**config.mk**
```make
export PLATFORM = sky130hd
export DESIGN_NAME = decimal_string_formatter
export DESIGN_NICKNAME = d
export VERILOG_FILES = /design/src/design/dsf_pkg.sv /design/src/design/decimal_string_formatter.sv
export SDC_FILE = /design/constraint.sdc
export NUM_CORES = 1
export LEC_CHECK = 0
export BUFFER_PORTS_ARGS = -buffer_cell sky130_fd_sc_hd__buf_2
export CORE_ASPECT_RATIO = 1.75
export CORE_MARGIN = 2
export CORE_UTILIZATION = 65
export CTS_BUF_LIST = sky130_fd_sc_hd__clkbuf_8 sky130_fd_sc_hd__clkbuf_16
export DETAILED_ROUTE_END_ITERATION = 8
export PLACE_DENSITY = 0.86
export SLEW_MARGIN = 20
export SYNTH_ARGS = -nofsm -noshare
export SYNTH_HDL_FRONTEND = slang
export SYNTH_SLANG_ARGS = --single-unit
export TNS_END_PERCENT = 10
```
**constraint.sdc**
```tcl
create_clock -name aclk -period 5.5 [get_ports aclk]
set_input_delay 0.825 -clock aclk [delete_from_list [all_inputs] [get_ports aclk]]
set_output_delay 0.825 -clock aclk [all_outputs]
set_load 0.005 [all_outputs]
```
**src/design/dsf_pkg.sv**
```systemverilog
// ----------------------------------------------------------------------------
// dsf_pkg
// Widths and character codes of the decimal string formatter.
// ----------------------------------------------------------------------------
package dsf_pkg;

    localparam int VALUE_W    = 32;   // binary input width
    localparam int PLACES_W   = 4;    // decimal_places field width
    localparam int CHAR_W     = 6;    // ASCII code field width
    localparam int INT_DIGITS = 10;   // decimal digits of a 32-bit value
    localparam int BCD_W      = 4 * INT_DIGITS;

    localparam int MAX_FRACTION_DIGITS_DEF = 15;

    localparam logic [CHAR_W-1:0] CHAR_ZERO  = 6'd48;
    localparam logic [CHAR_W-1:0] CHAR_POINT = 6'd46;

endpackage

```
**src/design/decimal_string_formatter.sv**
```systemverilog
// ----------------------------------------------------------------------------
// decimal_string_formatter
// Unsigned 32-bit value to fixed-point decimal ASCII text, one char per beat.
// ----------------------------------------------------------------------------
// One input beat carries a value and a count of decimal places; the block
// answers with the decimal text, most significant character first, tlast on
// the final character. With more digits than places the point goes before
// the last places digits (none when places is 0); otherwise the text is
// "0." followed by padding zeros and the digits. A zero value gives a lone
// "0". Places above MAX_FRACTION_DIGITS are clamped to it. Timing: after an
// input beat is taken the value is converted to BCD by a shift-and-add-3
// unit, one input bit per cycle, the scan state then finds the digit
// count, and one character per cycle goes to the output register as long
// as the sink takes it. No new input beat is taken while an item is in
// work; s_tready comes back once the last character is in the output
// register, while that beat may still be waiting.
// ----------------------------------------------------------------------------
module decimal_string_formatter #(
    parameter int MAX_FRACTION_DIGITS = dsf_pkg::MAX_FRACTION_DIGITS_DEF
) (
    input  logic        aclk,
    input  logic        aresetn,
    // input channel
    input  logic        s_tvalid,
    output logic        s_tready,
    input  logic [39:0] s_tdata,    // [31:0] value, [35:32] decimal_places, rest 0
    // result channel
    output logic        m_tvalid,
    input  logic        m_tready,
    output logic [7:0]  m_tdata,    // [5:0] character, rest 0
    output logic        m_tlast
);

    localparam int VW  = dsf_pkg::VALUE_W;
    localparam int BW  = dsf_pkg::BCD_W;
    localparam int CW  = dsf_pkg::CHAR_W;
    localparam int ND  = dsf_pkg::INT_DIGITS;
    // places register width, after clamping
    localparam int PL_W = $clog2(MAX_FRACTION_DIGITS + 1);
    // highest digit position ever emitted (1-based)
    localparam int POS_MAX = (MAX_FRACTION_DIGITS + 1 > ND) ? MAX_FRACTION_DIGITS + 1 : ND;
    localparam int POS_W   = $clog2(POS_MAX + 1);
    localparam int CNT_W   = $clog2(VW);

    localparam logic [1:0] ST_IDLE = 2'd0;
    localparam logic [1:0] ST_CONV = 2'd1;
    localparam logic [1:0] ST_SCAN = 2'd2;
    localparam logic [1:0] ST_EMIT = 2'd3;

    // control
    logic [1:0]       state_reg, state_next;
    logic [CNT_W-1:0] cnt_reg, cnt_next;
    logic             m_tvalid_reg, m_tvalid_next;
    // datapath
    logic [VW-1:0]    val_reg, val_next;
    logic [BW-1:0]    bcd_reg, bcd_next;
    logic [PL_W-1:0]  places_reg, places_next;
    logic [POS_W-1:0] pos_reg, pos_next;
    logic             point_reg, point_next;
    logic [CW-1:0]    char_reg, char_next;
    logic             last_reg, last_next;

    logic [31:0]      sat_places;
    logic [BW-1:0]    bcd_adj;
    logic [3:0]       nd;
    logic [3:0]       cur_digit;
    logic [POS_W-1:0] pos_idx;
    logic             out_free;
    logic             accept;

    assign s_tready = (state_reg == ST_IDLE);
    assign accept   = s_tvalid && s_tready;
    assign out_free = !m_tvalid_reg || m_tready;

    assign m_tvalid = m_tvalid_reg;
    assign m_tdata  = {{(8 - CW){1'b0}}, char_reg};
    assign m_tlast  = last_reg;

    // clamp places to the configured maximum
    assign sat_places = (32'(s_tdata[35:32]) > 32'(MAX_FRACTION_DIGITS))
                      ? 32'(MAX_FRACTION_DIGITS) : 32'(s_tdata[35:32]);

    // add-3 step of the shift-and-add-3 unit, all digits in parallel
    always_comb begin
        for (int i = 0; i < ND; i++) begin
            if (bcd_reg[4*i +: 4] >= 4'd5) begin
                bcd_adj[4*i +: 4] = bcd_reg[4*i +: 4] + 4'd3;
            end else begin
                bcd_adj[4*i +: 4] = bcd_reg[4*i +: 4];
            end
        end
    end

    // number of significant decimal digits
    always_comb begin
        nd = 4'd0;
        for (int i = 0; i < ND; i++) begin
            if (bcd_reg[4*i +: 4] != 4'd0) begin
                nd = 4'(i + 1);
            end
        end
    end

    // digit at position pos_reg (1 = least significant); zero above the BCD
    assign pos_idx = pos_reg - POS_W'(1);
    always_comb begin
        cur_digit = 4'd0;
        for (int i = 0; i < ND; i++) begin
            if (pos_idx == POS_W'(i)) begin
                cur_digit = bcd_reg[4*i +: 4];
            end
        end
    end

    always_comb begin
        state_next    = state_reg;
        cnt_next      = cnt_reg;
        m_tvalid_next = m_tvalid_reg;
        val_next      = val_reg;
        bcd_next      = bcd_reg;
        places_next   = places_reg;
        pos_next      = pos_reg;
        point_next    = point_reg;
        char_next     = char_reg;
        last_next     = last_reg;

        if (m_tvalid_reg && m_tready) begin
            m_tvalid_next = 1'b0;
        end

        case (state_reg)
            ST_IDLE: begin
                if (accept) begin
                    val_next    = s_tdata[31:0];
                    places_next = sat_places[PL_W-1:0];
                    bcd_next    = '0;
                    cnt_next    = '0;
                    state_next  = ST_CONV;
                end
            end
            ST_CONV: begin
                bcd_next = {bcd_adj[BW-2:0], val_reg[VW-1]};
                val_next = {val_reg[VW-2:0], 1'b0};
                cnt_next = cnt_reg + CNT_W'(1);
                if (cnt_reg == CNT_W'(VW - 1)) begin
                    state_next = ST_SCAN;
                end
            end
            ST_SCAN: begin
                point_next = 1'b0;
                if (nd == 4'd0) begin
                    // zero value: a lone '0'
                    pos_next    = POS_W'(1);
                    places_next = '0;
                end else if (POS_W'(nd) > POS_W'(places_reg)) begin
                    pos_next = POS_W'(nd);
                end else begin
                    // leading '0' before the point, padding zeros follow
                    pos_next = POS_W'(places_reg) + POS_W'(1);
                end
                state_next = ST_EMIT;
            end
            ST_EMIT: begin
                if (out_free) begin
                    m_tvalid_next = 1'b1;
                    if (point_reg) begin
                        char_next  = dsf_pkg::CHAR_POINT;
                        last_next  = 1'b0;
                        point_next = 1'b0;
                    end else begin
                        char_next  = dsf_pkg::CHAR_ZERO + {2'b00, cur_digit};
                        last_next  = (pos_reg == POS_W'(1));
                        pos_next   = pos_idx;
                        point_next = (places_reg != '0) && (pos_idx == POS_W'(places_reg));
                        if (pos_reg == POS_W'(1)) begin
                            state_next = ST_IDLE;
                        end
                    end
                end
            end
            default: begin
                state_next = ST_IDLE;
            end
        endcase
    end

    always_ff @(posedge aclk) begin
        if (!aresetn) begin
            state_reg    <= ST_IDLE;
            cnt_reg      <= '0;
            m_tvalid_reg <= 1'b0;
        end else begin
            state_reg    <= state_next;
            cnt_reg      <= cnt_next;
            m_tvalid_reg <= m_tvalid_next;
        end
    end

    always_ff @(posedge aclk) begin
        val_reg    <= val_next;
        bcd_reg    <= bcd_next;
        places_reg <= places_next;
        pos_reg    <= pos_next;
        point_reg  <= point_next;
        char_reg   <= char_next;
        last_reg   <= last_next;
    end

endmodule

```
# == After elaboration in Yosys (flattened, before gate mapping) ==
# Index checks and enable logic that the tools add are counted.
# totals
reg_bits,97
output_inout_bits,11
input_bits,44
# op_classes
addsub,14
n_mux,56
eq_ne,21
magnitude_cmp,11
reduce_logical,28
# ops
operator,count
4-bit two-way mux,30
40-bit one-hot mux with 2 select lines,1
32-bit one-hot mux with 2 select lines,1
4-bit nonzero test,11
4-bit by 3-bit greater-or-equal comparator with 1-bit output (second input constant),10
40-bit two-way mux,1
4-bit by 2-bit adder with 4-bit output (second input constant),9
32-bit two-way mux,1
5-bit two-way mux,5
5-bit by 3-bit == test with 1-bit output (second input constant),4
5-bit one-hot mux with 2 select lines,2
5-bit by 1-bit == test with 1-bit output (second input constant),2
5-bit by 2-bit == test with 1-bit output (second input constant),2
5-bit by 4-bit == test with 1-bit output (second input constant),2
2-bit two-way mux,5
2-bit inequality test (second input constant),5
2-bit one-hot mux with 4 select lines,1
4-bit one-hot mux with 2 select lines,1
5-bit by 5-bit adder with 6-bit output (first input constant),1
1-bit two-way mux,6
2-bit AND reduction,3
3-bit AND reduction,2
2-bit nonzero test,3
4-bit by 1-bit adder with 5-bit output (second input constant),1
18 further kinds,21

# == Depth between registers and ports, before layout ==
# Gate-level depths: netlist of run 1.
# depth
ltp_word,15
ltp_mapped,12
mapped_depth_nobuf,12

# == Least setup slack after synthesis of run 1 ==
# No wires, ideal clock.
# synth_path
kind,input to register
startpoint,in s_tvalid
endpoint,reg bcd_reg[0] (enable)
n_path_buf,1
t_required_ps,5074
arrival_ps,2810
path_stages,4
slack_ps,2265
setup_ps,426
cell_sequence,nand2b_1 -> clkbuf_1 -> o21ai_0 -> inv_1
# synth_between
elab_chain_cells,3
# synth_lines
element,line_no,source
from (decl),decimal_string_formatter.sv:24,"input logic s_tvalid,"
1-bit logical AND,decimal_string_formatter.sv:72,assign accept = s_tvalid && s_tready;
2-bit by 1-bit inequality test with 1-bit output (no source line),--,
2-bit AND reduction (no source line),--,
to (signal assigned),decimal_string_formatter.sv:201,bcd_reg <= bcd_next;
to (decl),decimal_string_formatter.sv:56,"logic [BW-1:0] bcd_reg, bcd_next;"
# No other way between the ends.
# A chain may end at the register's enable or synchronous reset.

# == Final worst setup path of run 1 ==
# layout_path
startpoint,reg bcd_reg[4]
endpoint,reg pos_reg[0] (data pin)
# layout_between
elab_chain_cells,14
# layout_lines
element,line_no,source
4-bit nonzero test *,decimal_string_formatter.sv:98,if (bcd_reg[4*i +: 4] != 4'd0) begin
4-bit two-way mux * (9 in a row),decimal_string_formatter.sv:98,
4-bit > comparator,decimal_string_formatter.sv:155,end else if (POS_W'(nd) > POS_W'(places_reg)) begin
5-bit two-way mux,decimal_string_formatter.sv:155,
5-bit two-way mux *,decimal_string_formatter.sv:151,if (nd == 4'd0) begin
5-bit one-hot mux with 2 select lines *,decimal_string_formatter.sv:131,case (state_reg)
named net pos_next[0],decimal_string_formatter.sv:58,"logic [POS_W-1:0] pos_reg, pos_next;"
to (signal assigned),decimal_string_formatter.sv:203,pos_reg <= pos_next;
to (decl),decimal_string_formatter.sv:58,
# Mark *: on every way through the listed nets, which the timed path passes. The rest lies on a longest branch.

==> results of run 1 <==
[cells by family after synthesis]
group,after synthesis,share of synthesized area [%]
compound gates,125,14.20
other cells,2,0.1259
flops,96,47.00
fa+ha+maj,37,7.763
mux,36,6.693
buf+inv,63,4.217
xor+xnor,27,3.966
simple gates,171,16.03
[cells in the final DEF, fill, tap and decap left out, types with 6 or more instances in the layout]
cell type / Yosys / routed
nor2b_1: 14 / 14
dfxtp_1: 8 / 8
ha_1: 37 / 36
o21ai_0: 34 / 34
xor2_1: 13 / 13
clkbuf_16: 0 / 12
nand3b_1: 6 / 6
nand4_1: 6 / 6
a21oi_1: 26 / 26
mux2_2: 31 / 31
xnor2_1: 14 / 14
a211oi_1: 6 / 6
nor2_1: 17 / 17
a21o_1: 7 / 7
nand2_1: 48 / 48
nand2b_1: 13 / 13
inv_1: 37 / 38
and2_1: 22 / 22
nand3_1: 6 / 6
edfxtp_1: 88 / 88
nor3b_1: 17 / 17
a21boi_0: 11 / 11
buf_2: 3 / 47
[final cells by class]
type | count | area, um2
tap | 120 | 150.1
clock buffer | 14 | 327.8
sequential | 96 | 2803
inverter | 38 | 143.9
fill | 630 | 2381
timing repair buffer | 49 | 250.2
clock inverter | 2 | 7.507
multi-input combinational | 399 | 2915
[power groups by stage]
stage,clock [W],sequential (W),combinational [W]
6_report,0.000673,0.00165,0.00175
5_1_grt,0.000706,0.00169,0.00194
4_1_cts,0.000680,0.00164,0.00174
3_5_place_dp,0,0.00165,0.00172
3_3_place_gp,0,0.00163,0.00163
2_1_floorplan,0,0.00154,0.00139
[critical path: stages (launching register included)]
cell	delay, ns
edfxtp_1	0.48
inv_1	0.10
ha_1	0.20
nor3b_1	0.49
nand3b_1	0.27
a31oi_1	0.30
o21ai_0	0.15
ha_1	0.35
nor2b_1	0.12
o21ai_0	0.08
a21oi_1	0.49
o21ai_0	0.17
o32a_1	0.31
[routing by layer]
layer	routed length, um	part of all wire, %	up-vias
li1	-	-	2090
met1	4531	38	2081
met2	6611	55	145
met3	404	3.4	39
met4	432	3.6	0
met5	0	0	-
[per-stage QoR]
step	hold slack, ns	cells	instance area [um2]
after floorplan	0.4824	558	5967
after global placement	0.5033	702	6261
after detailed placement	0.5297	702	6261
after CTS	0.5451	718	6596
after global routing	0.5644	718	6598
final	0.5404	718	6598
[cell usage after synthesis, types with 4 or more instances]
cell type,instances,area share [%]
edfxtp_1,88,44
nand2_1,48,3.0
ha_1,37,7.8
inv_1,37,2.3
o21ai_0,34,2.9
mux2_2,31,5.9
a21oi_1,26,2.2
and2_1,22,2.3
clkbuf_1,19,1.2
nor2_1,17,1.1
nor3b_1,17,2.1
nor2b_1,14,1.5
xnor2_1,14,2.1
nand2b_1,13,1.4
xor2_1,13,1.9
a21boi_0,11,1.4
dfxtp_1,8,2.7
a21o_1,7,0.88
a211oi_1,6,0.76
nand3_1,6,0.50
nand3b_1,6,0.76
nand4_1,6,0.63
a31oi_1,5,0.52
mux2i_1,5,0.84
a211o_1,4,0.59
nor3_1,4,0.34
[worst paths after layout]
check         startpoint         end  cells past startpoint
max reg2reg   bcd_reg[4]  pos_reg[0]                     12
min          val_reg[31]  bcd_reg[0]                      1
min reg2reg  val_reg[31]  bcd_reg[0]                      1
max           bcd_reg[4]  pos_reg[0]                     12
==> impl_metrics.ini, run 1 <==
[pwr]
switchingPower_w = 0.001603
p_per_area_mw_per_mm2 = 616.7
p_clk_share_pct = 16.5
internal-power_w = 0.002466
p_sw_share_pct = 39.38
p_total_w = 0.004069
p_leak_nw = 2.539
peakVddDrop_v = 0.0005003
p_seq_share_pct = 40.5
combPwrFrac_pct = 43.0

[detailed_routing]
num_vias = 4355
post_drt_via_cell_ratio = 6.065
drtPass1Iterations = 5
drc = 0
route.final.wire_length_mm = 11.98
wl_per_cell_um = 16.69
ant_nets = 0
drtIter0Drc = 279

[grt]
grt_util_met3_pct = 4.808
grt_most_used_layer = met2
gr-usage-met1_pct = 24.81
grt_pass1_wl_mm = 19.31
antenna_found_initial = 0
grtUsageMet2_pct = 47.37
grt_usage_pct = 24.46
grt_max_degree = 79
grt.overflow.total = 0
grt_pass1_vias = 4317

[logic_synthesis]
yosys_warnings = 0
seq_area_frac_synth_pct = 47.00
synthCells = 557
synth_area_mm2 = 0.005963
ys.flop_type = edfxtp_1
ys_async_sr_fraction_pct = 0
syn_area_per_cell_um2 = 10.71
ys_ff_latch = 96
synth_edf_count = 88
synth.distinct_cells = 65

[timing]
skew_ns = 0.006612
fin_crit_sh_pct = 68.52
finalSetupTns_ns = 0
maxSlewHeadroom_pct = 36.61
fin_ws_ns = 1.732
maxClockFrequency_mhz = 265.4
fin_crit_ns = 3.768
finalHoldViolations = 0
drv_slew = 0
grt_setup_unrepaired = false
max_slew.worst_pin.slew_ns = 0.9498
setup_viol = 0

[die]
dieArea_mm2 = 0.009987
fp.dieH_um = 130.7
placementRows = 46
io_pins = 55
core_area_mm2 = 0.008979
floorplan.initialDensity_pct = 66.42
die-width_um = 76.41

[clock_tree]
ctsHoldBuffers = 0
clock_sinks = 96
clockBufferDepth = 2
postCtsResizedCells = 0
insertion_delay_ns = 0.35
clk_pin_slew_ns = 0.07
cts_tree = done
cts.htree.levels = 3
cts_setup_buffers = 0
cts_buffers = 9
cts_root_buffer = clkbuf_16

[placement]
place_ws_ns = 1.848
io_buffers = 47
hpwl_mm = 8.560
place.gp.congestion = 0.8659

[final_layout]
drive_gt1_share_pct = 17.06
nNetsFinal = 674
utilization_pct = 73.48
largest_reg_flops = 40
n_antenna_cell = 0
syn2layout_area_growth_pct = 10.64

[worst_hold_path]
hold_class = reg -> reg

[worst_setup_path]
critPathLaunchType = flip-flop
crit_required_ns = 5.60
rrSetupSlack_ns = 1.73
crit_arrival_ns = 3.87
cp-end-kind = flip-flop
path_max_fanout = 7
worstSetupPathType = reg -> reg

[run_status]
outcome = finished clean

[run]
maxCapViolations = 0
No activity file was read; power rests on OpenSTA's default activity.
==> run 2, diff against run 1 <==
--- a/config.mk
+++ b/config.mk
@@ -8,10 +8,10 @@
 export BUFFER_PORTS_ARGS = -buffer_cell sky130_fd_sc_hd__buf_2
 export CORE_ASPECT_RATIO = 1.75
 export CORE_MARGIN = 2
-export CORE_UTILIZATION = 65
+export CORE_UTILIZATION = 60
 export CTS_BUF_LIST = sky130_fd_sc_hd__clkbuf_8 sky130_fd_sc_hd__clkbuf_16
 export DETAILED_ROUTE_END_ITERATION = 8
-export PLACE_DENSITY = 0.86
+export PLACE_DENSITY = 0.8
 export SLEW_MARGIN = 20
 export SYNTH_ARGS = -nofsm -noshare
 export SYNTH_HDL_FRONTEND = slang
==> constraint.sdc (replaced) <==
create_clock -name aclk -period 3.5 [get_ports aclk]
set_input_delay 0.525 -clock aclk [delete_from_list [all_inputs] [get_ports aclk]]
set_output_delay 0.525 -clock aclk [all_outputs]
set_load 0.005 [all_outputs]
==> impl_metrics.ini, run 2 (same netlist as run 1, synthesis figures left out) <==
[run_status]
outcome = finished clean

[clock_tree]
clockBufferDepth = 2
clock_sinks = 96
ctsHoldBuffers = 0
clk_pin_slew_ns = 0.07
insertion_delay_ns = 0.35
cts_root_buffer = clkbuf_16
cts.htree.levels = 3
cts_tree = done
postCtsResizedCells = 0
cts_setup_buffers = 0
cts_buffers = 9

[pwr]
p_clk_share_pct = 14.9
switchingPower_w = 0.002567
p_leak_nw = 2.558
combPwrFrac_pct = 44.8
internal-power_w = 0.003798
p_total_w = 0.006365
p_seq_share_pct = 40.3
peakVddDrop_v = 0.0006463
p_per_area_mw_per_mm2 = 957.5
p_sw_share_pct = 40.33

[final_layout]
nNetsFinal = 683
largest_reg_flops = 40
final_common_cell = edfxtp_1
drive_gt1_share_pct = 18.95
final_cell_mix = edfxtp_1 (88), nand2_1 (48), buf_2 (47), inv_1 (36), ha_1 (36)
n_antenna_cell = 0
utilization_pct = 67.91
syn2layout_area_growth_pct = 11.48

[placement]
hpwl_mm = 8.897
io_buffers = 47
place.gp.congestion = 0.8670

[die]
fp.dieH_um = 135.9
dieArea_mm2 = 0.01078
io_pins = 55
core_area_mm2 = 0.009789
floorplan.initialDensity_pct = 60.92
placementRows = 48
die-width_um = 79.36

[worst_setup_path]
cp-end-kind = flip-flop
r2r_cells = 11
crit_arrival_ns = 3.42
critPathLaunchType = flip-flop
timing.rr.end = pos_reg[0]
worstSetupPathType = reg -> reg
crit_required_ns = 3.60
path_max_fanout = 7
r2r_start = bcd_reg[33]
rrSetupSlack_ns = 0.18

[detailed_routing]
num_vias = 4282
ant_nets = 0
drtIter0Drc = 249
post_drt_via_cell_ratio = 5.850
drtPass1Iterations = 5
route.final.wire_length_mm = 12.03
drc = 0
wl_per_cell_um = 16.43

[grt]
grt_usage_pct = 23.50
grt.overflow.total = 0
grt_pass1_vias = 4306
grt_pass1_wl_mm = 19.64
antenna_found_initial = 0
grt_max_degree = 79

[timing]
finalSetupTns_ns = 0
setup_viol = 0
max_slew.worst_pin.slew_ns = 0.7868
fin_crit_ns = 3.321
drv_slew = 0
grt_setup_unrepaired = false
skew_ns = 0.007479
fin_crit_sh_pct = 94.88
maxClockFrequency_mhz = 301.1
maxSlewHeadroom_pct = 47.08
finalHoldViolations = 0
timing.hold.ws_ns = 0.4671

[worst_hold_path]
min_from = s_tdata[35]
min_to = places_reg[3]
hold_class = in -> reg
hold_depth = 2

[run]
maxCapViolations = 0
## run 2: changes by cell type in the layout (fill, tap and decap cells not counted), moves of 2 or more
cell,delta
buf_4,+8
inv_1,-2
inv_8,+2
clkbuf_16,-3
clkinv_4,+3
clkbuf_8,-2
## run 2: area by class of cell
| class | count | area [um2] |
|---|---|---|
| Timing Repair Buffer | 58 | 330.3 |
| Sequential cell | 96 | 2803 |
| Clock buffer | 9 | 225.2 |
| Inverter | 38 | 142.6 |
| Clock inverter | 7 | 65.06 |
| Fill cell | 755 | 3142 |
| Multi-Input combinational cell | 399 | 2925 |
| Tap cell | 125 | 156.4 |
## run 2: worst max-delay path, stage by stage, from the launching register on
cell	delay, ns
edfxtp_1	0.45
inv_1	0.17
ha_1	0.23
nor3b_1	0.34
nand3_1	0.31
nor2b_1	0.32
ha_1	0.30
nand4_1	0.09
o21ai_0	0.10
a21oi_2	0.32
o21ai_0	0.15
o32a_1	0.30
## run 2: metal layers
metal  GRT usage [%]  wire (um)  up-vias
li1                -          -     2111
met1           24.80       4498     2017
met2           42.98       6527      111
met3           3.386        405       43
met4           14.56        593        0
met5               0          0        -
## run 2: power groups by stage
stage	clock network [W]	logic [W]	registers, W
final	0.000948	0.00285	0.00256
after global routing	0.00101	0.00320	0.00263
after CTS	0.000961	0.00286	0.00256
after detailed placement	0	0.00283	0.00258
after global placement	0	0.00270	0.00255
after floorplan	0	0.00219	0.00242
## run 2: how the worst max path moves through the flow
| stage | start | endpoint | cells past startpoint |
|---|---|---|---|
| 2_1_floorplan | state_reg[0] | bcd_reg[0] | 6 |
| 3_3_place_gp | bcd_reg[33] | pos_reg[0] | 11 |
| 3_5_place_dp | bcd_reg[33] | pos_reg[0] | 11 |
| 4_1_cts | bcd_reg[33] | pos_reg[0] | 11 |
| 5_1_grt | bcd_reg[5] | pos_reg[0] | 12 |
| 6_report | bcd_reg[33] | pos_reg[0] | 11 |
## run 2: stage by stage
step	instance area (um2)	setup slack [ns]	std cells
after detailed placement	6347	0.08691	716
after floorplan	5967	0.4468	558
final	6648	0.1794	732
after global routing	6648	0.01016	732
after global placement	6347	0.1250	716
after CTS	6638	0.05419	732
==> run 3, diff against run 2 <==
--- a/config.mk
+++ b/config.mk
@@ -5,13 +5,14 @@
 export SDC_FILE = /design/constraint.sdc
 export NUM_CORES = 1
 export LEC_CHECK = 0
+export ABC_AREA = 1
 export BUFFER_PORTS_ARGS = -buffer_cell sky130_fd_sc_hd__buf_2
 export CORE_ASPECT_RATIO = 1.75
 export CORE_MARGIN = 2
 export CORE_UTILIZATION = 60
 export CTS_BUF_LIST = sky130_fd_sc_hd__clkbuf_8 sky130_fd_sc_hd__clkbuf_16
 export DETAILED_ROUTE_END_ITERATION = 8
-export PLACE_DENSITY = 0.8
+export PLACE_DENSITY = 0.81
 export SLEW_MARGIN = 20
 export SYNTH_ARGS = -nofsm -noshare
 export SYNTH_HDL_FRONTEND = slang
==> impl_metrics.ini, run 3 <==
[logic_synthesis]
synth_adder_area_share_pct = 7.925
synth_top_family_by_area = simple AND/OR/NAND/NOR gates
synth_mux_area_share_pct = 0
seq_area_frac_synth_pct = 47.98
synthXorXnorAreaFrac_pct = 1.049
ys_ff_latch = 96
yosys.area.top_type_share_pct = 45.23
synth.distinct_cells = 37
synth.most_common_cell = nand2_1
synthCells = 690
ys_async_sr_fraction_pct = 0
synth_edf_count = 88
ys.flop_type = edfxtp_1
synth-compound-area-share_pct = 12.59
synth_area_leaders = edfxtp_1 (45%), nand2_1 (13%), ha_1 (7.9%)
yosys_warnings = 0
syn_area_per_cell_um2 = 8.466
synth_area_mm2 = 0.005842
ys_top_cells_by_count = nand2_1 (199), inv_1 (93), edfxtp_1 (88)
synth.largest_area_cell = edfxtp_1
synthSimpleGateAreaFrac_pct = 23.00

[final_layout]
n_antenna_cell = 0
syn2layout_area_growth_pct = 11.59
utilization_pct = 68.85
largest_reg_flops = 40
drive_gt1_share_pct = 13.06
nNetsFinal = 819
final_common_cell = nand2_1
design_area_mm2 = 0.006519
final_cell_mix = nand2_1 (199), inv_1 (92), edfxtp_1 (88), a21oi_1 (70), nor2_1 (55)

[run_status]
outcome = finished clean

[detailed_routing]
post_drt_via_cell_ratio = 5.408
ant_nets = 0
wl_per_cell_um = 13.71
drc = 0
drtIter0Drc = 280
route.final.wire_length_mm = 11.86
drtPass1Iterations = 5
num_vias = 4678

[worst_setup_path]
rrSetupSlack_ns = 0.34
cp-end-kind = flip-flop
critPathLaunchType = flip-flop
r2r_start = bcd_reg[20]
crit_required_ns = 3.58
worstSetupPathType = reg -> reg
cp-startpoint = bcd_reg[20]
crit_arrival_ns = 3.24
path_max_fanout = 6

[grt]
antenna_found_initial = 0
grt_max_degree = 76
grt.overflow.total = 0
grt_pass1_vias = 4568
grt_usage_pct = 23.79
grt_pass1_wl_mm = 20.11

[pwr]
p_clk_share_pct = 17.4
combPwrFrac_pct = 43.1
internal-power_w = 0.003480
p_sw_share_pct = 43.08
switchingPower_w = 0.002634
peakVddDrop_v = 0.0006109
p_leak_nw = 2.904
p_seq_share_pct = 39.5
p_per_area_mw_per_mm2 = 937.9

[clock_tree]
clockBufferDepth = 2
cts_tree = done
cts_root_buffer = clkbuf_16
cts_buffers = 9
clk_pin_slew_ns = 0.07
cts.htree.levels = 3
insertion_delay_ns = 0.35
clock_sinks = 96

[placement]
place_area_mm2 = 0.006195
io_buffers = 47
hpwl_mm = 8.502
place_ws_ns = 0.3223
place.gp.congestion = 0.8585

[die]
core_area_mm2 = 0.009468
fp.dieH_um = 134.5
dieArea_mm2 = 0.01057
die-width_um = 78.59
floorplan.initialDensity_pct = 61.70
io_pins = 55
placementRows = 47

[timing]
fin_crit_sh_pct = 90.38
max_slew.worst_pin.slew_ns = 0.9789
finalHoldViolations = 0
finalSetupTns_ns = 0
fin_ws_ns = 0.3368
maxClockFrequency_mhz = 316.1
fin_crit_ns = 3.163
setup_viol = 0
drv_slew = 0
skew_ns = 0.009242
grt_setup_unrepaired = false
maxSlewHeadroom_pct = 34.74

[worst_hold_path]
min_from = s_tdata[12]
hold_class = in -> reg

[run]
maxCapViolations = 0
-- run 3: cell count changes in the layout (fill, tap and decap cells not counted), moves of 8 or more --
cell	delta
nand2_1	+151
inv_1	+56
a21oi_1	+45
nor2_1	+38
mux2_2	-31
and2_1	-22
nor3b_1	-17
nor2b_1	-14
xnor2_1	-14
nand2b_1	-13
a21boi_0	-11
nand3_1	+8
-- run 3: metrics by stage --
stage	hold slack [ns]	std cells	power, W
global placement	0.4549	849	0.004868
detailed placement	0.4721	849	0.005032
global route	0.4438	865	0.006621
finish	0.4394	865	0.006114
floorplan	0.4436	691	0.004339
CTS	0.4292	865	0.006108
-- run 3: power groups by stage --
stage | clock network [W] | registers [W] | logic [W]
2_1_floorplan | 0 | 0.00233 | 0.00200
3_3_place_gp | 0 | 0.00239 | 0.00247
3_5_place_dp | 0 | 0.00243 | 0.00260
4_1_cts | 0.00107 | 0.00241 | 0.00262
5_1_grt | 0.00110 | 0.00248 | 0.00304
6_report | 0.00106 | 0.00241 | 0.00263
-- run 3: logic make-up after synthesis --
family,Yosys count
flops,96
other cells,2
buf+inv,111
simple gates,305
xor+xnor,7
fa+ha+maj,37
compound gates,132
-- run 3: layer usage --
layer | track usage, % | vias to the layer above | share of wire [%]
met3 | 3.342 | 34 | 3.3
li1 | - | 2381 | -
met2 | 41.79 | 121 | 52
met1 | 28.10 | 2142 | 41
met4 | 11.99 | 0 | 3.4
met5 | 0 | - | 0
-- run 3: worst paths after layout --
path	endpoint	cells after the start
setup / recovery	pos_reg[1]	19
hold / removal	val_reg[12]	3
setup reg to reg	pos_reg[1]	19
hold reg to reg	cnt_reg[4]	2
-- run 3: cell type report --
cell class / instances / area [um2]
multi-input cells: 484 / 2623
clock inverters: 7 / 93.84
inverters: 97 / 364.1
flip-flops and latches: 96 / 2803
well taps: 122 / 152.6
fillers: 742 / 2949
clock buffers: 9 / 225.2
repair buffers: 50 / 257.7
-- run 3: critical path: stages (launching register included) --
cell and delay [ns]:
edfxtp_1 0.45, inv_1 0.11, ha_1 0.20, nand2_1 0.09, nor2_1 0.19, nand2_1 0.10, a21oi_1 0.12, nor2_1 0.05
nor2_1 0.15, inv_1 0.07, ha_1 0.27, inv_1 0.05, nor2_1 0.11, nor2_1 0.06, o21ai_0 0.29, o31ai_2 0.18
inv_1 0.13, nand2_1 0.06, o21ai_0 0.09, o22ai_1 0.13
-- run 3: timing repair --
item / 4_1_cts / 5_1_grt
hold buffers: 0 / 0
setup buffers: 0 / 0
endpoints found under the setup margin: 0 / 3
resized for setup: 0 / 1
